<file path="src/hw/rtl/rbb_pkg.sv">
// Shared types, register codes and rounding helper for the rotated bounding box.
`default_nettype none

package rbb_pkg;

	localparam int unsigned CfgIdxW = 2;
	localparam logic [31:0] CosReset = 32'h4000_0000;
	localparam logic [31:0] SinReset = 32'h0000_0000;

	typedef enum logic [CfgIdxW-1:0] {
		CFG_COS = 2'd0,
		CFG_SIN = 2'd1
	} rbb_cfg_idx_t;

	typedef struct packed {
		logic signed [31:0] px;
		logic signed [31:0] py;
		logic               last_point;
	} rbb_point_t;

	typedef struct packed {
		logic signed [31:0] box_min_x;
		logic signed [31:0] box_min_y;
		logic signed [31:0] box_max_x;
		logic signed [31:0] box_max_y;
	} rbb_box_t;

	// Scale a Q35.30 product sum by 2^-30, round half away from zero, saturate to 32 bits.
	function automatic logic signed [31:0] rbb_round_sat(input logic signed [64:0] sum);
		logic [64:0] mag;
		logic [64:0] biased;
		logic [34:0] q;
		logic [31:0] r;
		mag    = sum[64] ? (~sum + 65'd1) : sum;
		biased = mag + (65'd1 << 29);
		q      = biased[64:30];
		if (sum[64]) begin
			r = (q > 35'h0_8000_0000) ? 32'h8000_0000 : (~q[31:0] + 32'd1);
		end else begin
			r = (q > 35'h0_7FFF_FFFF) ? 32'h7FFF_FFFF : q[31:0];
		end
		return r;
	endfunction

endpackage

`default_nettype wire

</file>
<file path="src/hw/rtl/rbb_fold.sv">
// Running min/max box and the result register.
`default_nettype none

module rbb_fold (
	input  wire logic               clk,
	input  wire logic               arst_n,
	input  wire logic               in_valid,
	output logic                    in_ready,
	input  wire logic signed [31:0] in_rx,
	input  wire logic signed [31:0] in_ry,
	input  wire logic               in_last,
	output logic                    box_valid,
	input  wire logic               box_stall,
	output rbb_pkg::rbb_box_t       box
);
	import rbb_pkg::*;

	logic              started_q;
	logic              box_valid_q;
	rbb_box_t          run_q;
	rbb_box_t          box_q;
	rbb_box_t          next_box;
	logic              acc;
	logic              taken;

	// Only a last point needs the result register.
	assign taken    = box_valid_q && !box_stall;
	assign in_ready = !in_last || !box_valid_q || !box_stall;
	assign acc      = in_valid && in_ready;

	always_comb begin
		if (!started_q) begin
			next_box.box_min_x = in_rx;
			next_box.box_max_x = in_rx;
			next_box.box_min_y = in_ry;
			next_box.box_max_y = in_ry;
		end else begin
			next_box.box_min_x = (in_rx < run_q.box_min_x) ? in_rx : run_q.box_min_x;
			next_box.box_max_x = (in_rx > run_q.box_max_x) ? in_rx : run_q.box_max_x;
			next_box.box_min_y = (in_ry < run_q.box_min_y) ? in_ry : run_q.box_min_y;
			next_box.box_max_y = (in_ry > run_q.box_max_y) ? in_ry : run_q.box_max_y;
		end
	end

	always_ff @(posedge clk or negedge arst_n) begin
		if (!arst_n) begin
			started_q   <= 1'b0;
			box_valid_q <= 1'b0;
		end else begin
			if (acc) started_q <= !in_last;
			if (acc && in_last) begin
				box_valid_q <= 1'b1;
			end else if (taken) begin
				box_valid_q <= 1'b0;
			end
		end
	end

	always_ff @(posedge clk) begin
		if (acc) run_q <= next_box;
		if (acc && in_last) box_q <= next_box;
	end

	assign box_valid = box_valid_q;
	assign box       = box_q;

	a_last_emits: assert property (@(posedge clk) disable iff (!arst_n)
		acc && in_last |=> box_valid_q)
		else $error("last point did not load the result register");

	a_last_clears: assert property (@(posedge clk) disable iff (!arst_n)
		acc && in_last |=> !started_q)
		else $error("box not cleared after a last point");

	a_mid_starts: assert property (@(posedge clk) disable iff (!arst_n)
		acc && !in_last |=> started_q)
		else $error("box not started after a point");

	a_box_ordered: assert property (@(posedge clk) disable iff (!arst_n)
		box_valid_q |-> (box_q.box_min_x <= box_q.box_max_x) &&
		(box_q.box_min_y <= box_q.box_max_y))
		else $error("emitted box has min above max");

endmodule

`default_nettype wire

</file>
<file path="config.mk">
export PLATFORM = sky130hd
export DESIGN_NAME = rbb_fold
export DESIGN_NICKNAME = d
export VERILOG_FILES = /design/src/hw/rtl/rbb_pkg.sv /design/src/hw/rtl/rbb_fold.sv
export SDC_FILE = /design/constraint.sdc
export NUM_CORES = 1
export LEC_CHECK = 0
export ABC_AREA = 1
export BUFFER_PORTS_ARGS = -buffer_cell sky130_fd_sc_hd__buf_2
export CAP_MARGIN = 20
export CORE_MARGIN = 2
export CORE_UTILIZATION = 40
export CTS_BUF_LIST = sky130_fd_sc_hd__clkbuf_8
export DETAILED_ROUTE_END_ITERATION = 7
export SKIP_LAST_GASP = 1
export SYNTH_ARGS = -nofsm -noshare
export SYNTH_HDL_FRONTEND = slang
export SYNTH_SLANG_ARGS = --single-unit
</file>
<file path="constraint.sdc">
create_clock -name clk -period 7.8 [get_ports clk]
set_input_delay 0.39 -clock clk [delete_from_list [all_inputs] [get_ports clk]]
set_output_delay 0.39 -clock clk [all_outputs]
set_load 0.05 [all_outputs]
</file>
==> flow_summary.json <==
{
  "clk_pin_slew_ns": 0.06,
  "r2r_start": "run_q[39]",
  "ys_seq_area_share_pct": 58.11,
  "first_iter_violations": 570,
  "netlist-cell-type-count": 26,
  "cp_common_cell": "nand2_1",
  "timing.fmax_mhz": 294.4,
  "grt_max_degree": 74,
  "syn_nets": 1450,
  "p_switching_w": 0.001473,
  "gp_congestion": 0.7828,
  "peakVddDrop_uv": 155.0,
  "grt_pass1_vias": 9553,
  "antenna_found_initial": 4,
  "io_pins": 199,
  "cellPowerDensity_nw_per_um2": 269.4,
  "detail_route.vias_per_cell": 4.948,
  "grt_overflow_total": 0,
  "synth-warning-count": 0,
  "switching_share_pct": 35.23,
  "start_util_pct": 40.82,
  "die_area_um2": 34760,
  "fin_nets": 1661,
  "slew_violations": 0,
  "vias": 9628,
  "worst_r2r_path_depth": 15,
  "p_leak_nw": 7.276,
  "hpwl_mm": 20.67,
  "path_max_fanout": 33,
  "grt_pass1_wl_mm": 50.83,
  "cp_cell_sequence": "inv_1 > ha_1 > nand2_1 > nor2_1 > nand2_1 > nand2_1 > nand2_1 > nand2_1 > nand2_1 > nand3_1 > nand2_1 > nand2_2 > nand2_2 > nand2_1 > nand2_1",
  "drive_gt1_share_pct": 22.50,
  "final_hold_viol_count": 0,
  "ys_ff_latch": 258,
  "grt_use_total_pct": 18.12,
  "post_cts_buffers": 0,
  "row_count": 66,
  "crit_path_top_delay_cell": "nand2_2",
  "fill_cells": 3055,
  "clk_latency_ns": 0.56,
  "syn_inst": 1255,
  "cts-root-buf": "clkbuf_8",
  "layout_commonest_cell": "nand2_1",
  "die_h_um": 186.5,
  "max_stage_delay_ns": 0.70,
  "rsz0062_at_grt": "false",
  "grt_use_met1_pct": 24.60,
  "timing.rr.end": "box[33]",
  "hp-start": "box_stall",
  "area_growth_pct": 16.53,
  "synth_area_per_cell_um2": 10.61,
  "cts_hold_buf": 1,
  "port_buffers": 198,
  "clock-sinks": 258,
  "grt_busiest_layer": "met2",
  "core_um2": 32620,
  "hold_path_depth": 3,
  "seqPwrFrac_pct": 45.2,
  "wire_per_inst_um": 16.31,
  "layout_common_cells": "nand2_1, edfxtp_1, buf_2",
  "dieWidth_um": 186.5,
  "wirelength_mm": 31.74,
  "drv_cap": 0,
  "setup_viol": 0,
  "cp.required_ns": 8.07,
  "ant_nets": 0,
  "drt_drc_violations_left": 0,
  "gr-usage-met3_pct": 4.645,
  "timing.setup.tns_ns": 0,
  "timing.slew.headroom_pct": 31.10,
  "clockBufferDepth": 3,
  "syn-cell-area_um2": 13320,
  "crit_path_end_kind": "register",
  "holdWs_ns": 0.08072,
  "start_kind": "register",
  "status": "completed",
  "worst_slew_pin_slew_ns": 1.033,
  "min_to": "box_valid",
  "p_comb_share_pct": 27.1,
  "post_cts_resized": 0,
  "drt-pass1-iter-count": 5,
  "multi_input_area_um2": 4687,
  "p_int_w": 0.002708,
  "cts-buffers-inserted": 46,
  "ff_latch_area_um2": 7741,
  "cts_tree": "built",
  "critPathKind": "reg -> reg",
  "clkPwrFrac_pct": 27.7,
  "rrSetupSlack_ns": 4.40,
  "crit_arrival_ns": 3.67,
  "final.min_clock_period_ns": 3.396,
  "skew_ns": 0.02801,
  "htree_num_levels": 2,
  "hp-class": "in -> reg",
  "use_met2_pct": 28.62,
  "finalCritPeriodShare_pct": 43.54
}
==> sequential cells by signal (all words and copies together), names as in the netlist <==
register	count
run_q	128
box	128
box_valid	1
started_q	1
==> worst max-delay path: cells and delay by family, from the launching register on <==
family,cells,cell delay (ns)
flops,1,0.34
simple gates,13,2.45
fa+ha+maj,1,0.28
buf+inv,1,0.04
==> cells by family after synthesis <==
| kind of cell | synth area share (%) |
|---|---|
| compound gates | 3.176 |
| fa+ha+maj | 11.84 |
| buf+inv | 6.690 |
| flops | 58.11 |
| simple gates | 20.18 |
==> power by group through the flow <==
stage               Clock [W]  Combinational (W)  Sequential, W
finish                0.00116            0.00113        0.00189
global route          0.00125            0.00128        0.00191
CTS                   0.00120            0.00115        0.00189
detailed placement          0            0.00114        0.00191
global placement            0            0.00111        0.00191
floorplan                   0           0.000655        0.00211
==> cells in the mapped netlist <==
| cell | number | share of area (%) |
|---|---|---|
| nand2_1 | 323 | 9.1 |
| edfxtp_1 | 256 | 58 |
| inv_1 | 159 | 4.5 |
| ha_1 | 126 | 12 |
| nand3_1 | 80 | 3.0 |
| nand4_1 | 73 | 3.4 |
| nand2_2 | 63 | 3.0 |
| a21oi_1 | 60 | 2.3 |
| nor2_1 | 34 | 0.96 |
| buf_2 | 15 | 0.56 |
| clkbuf_1 | 14 | 0.39 |
| o21ai_0 | 14 | 0.53 |
| buf_4 | 12 | 0.68 |
| o21a_1 | 4 | 0.23 |
| a21o_1 | 3 | 0.17 |
| buf_12 | 3 | 0.45 |
| inv_2 | 3 | 0.085 |
| nor3_1 | 3 | 0.11 |
| dfrtp_1 | 2 | 0.38 |
| nand3b_1 | 2 | 0.11 |
| clkbuf_2 | 1 | 0.038 |
| nand2_8 | 1 | 0.15 |
| nand3_2 | 1 | 0.075 |
| nand3_4 | 1 | 0.13 |
| nor2_2 | 1 | 0.047 |
| nor3b_2 | 1 | 0.094 |
==> routing by layer <==
layer / routed length [um] / share of wire [%] / vias up
met5: 27 / 0.085 / -
met4: 749 / 2.4 / 4
met3: 2244 / 7.1 / 62
met2: 14300 / 45 / 295
met1: 14420 / 45 / 4527
li1: - / - / 4740
==> metrics by stage <==
stage | utilization [%] | power [W] | area, um2 | setup slack, ns | cells
2_1_floorplan | - | 0.002766 | 13320 | 0.7511 | 1255
3_3_place_gp | 44.91 | 0.003028 | 14650 | 3.994 | 1858
3_5_place_dp | 44.99 | 0.003057 | 14680 | 4.207 | 1859
4_1_cts | 47.55 | 0.004239 | 15510 | 4.366 | 1944
5_1_grt | 47.56 | 0.004439 | 15510 | 4.040 | 1945
6_report | 47.57 | 0.004180 | 15520 | 4.404 | 1946
==> layout make-up <==
| class | count | share of cell area (%) |
|---|---|---|
| clock inverters | 37 | 1.153 |
| multi-input cells | 790 | 30.21 |
| flip-flops and latches | 258 | 49.89 |
| inverters | 162 | 3.967 |
| well taps | 442 | 3.564 |
| repair buffers | 208 | 7.016 |
| clock buffers | 47 | 4.169 |
| diodes | 2 | 0.03226 |
==> how the worst max path moves through the flow <==
stage | from | end | slack (ns) | cells after the start
6_report | run_q[39] | box[33] | 4.40 | 15
5_1_grt | run_q[49] | box[59] | 4.04 | 16
4_1_cts | box_valid | box[14] | 4.37 | 6
3_5_place_dp | in_rx[31] | box[55] | 4.21 | 13
3_3_place_gp | in_rx[5] | box[100] | 3.99 | 15
2_1_floorplan | box_valid | box[0] | 0.75 | 5
No activity file was read; power rests on OpenSTA's default activity.
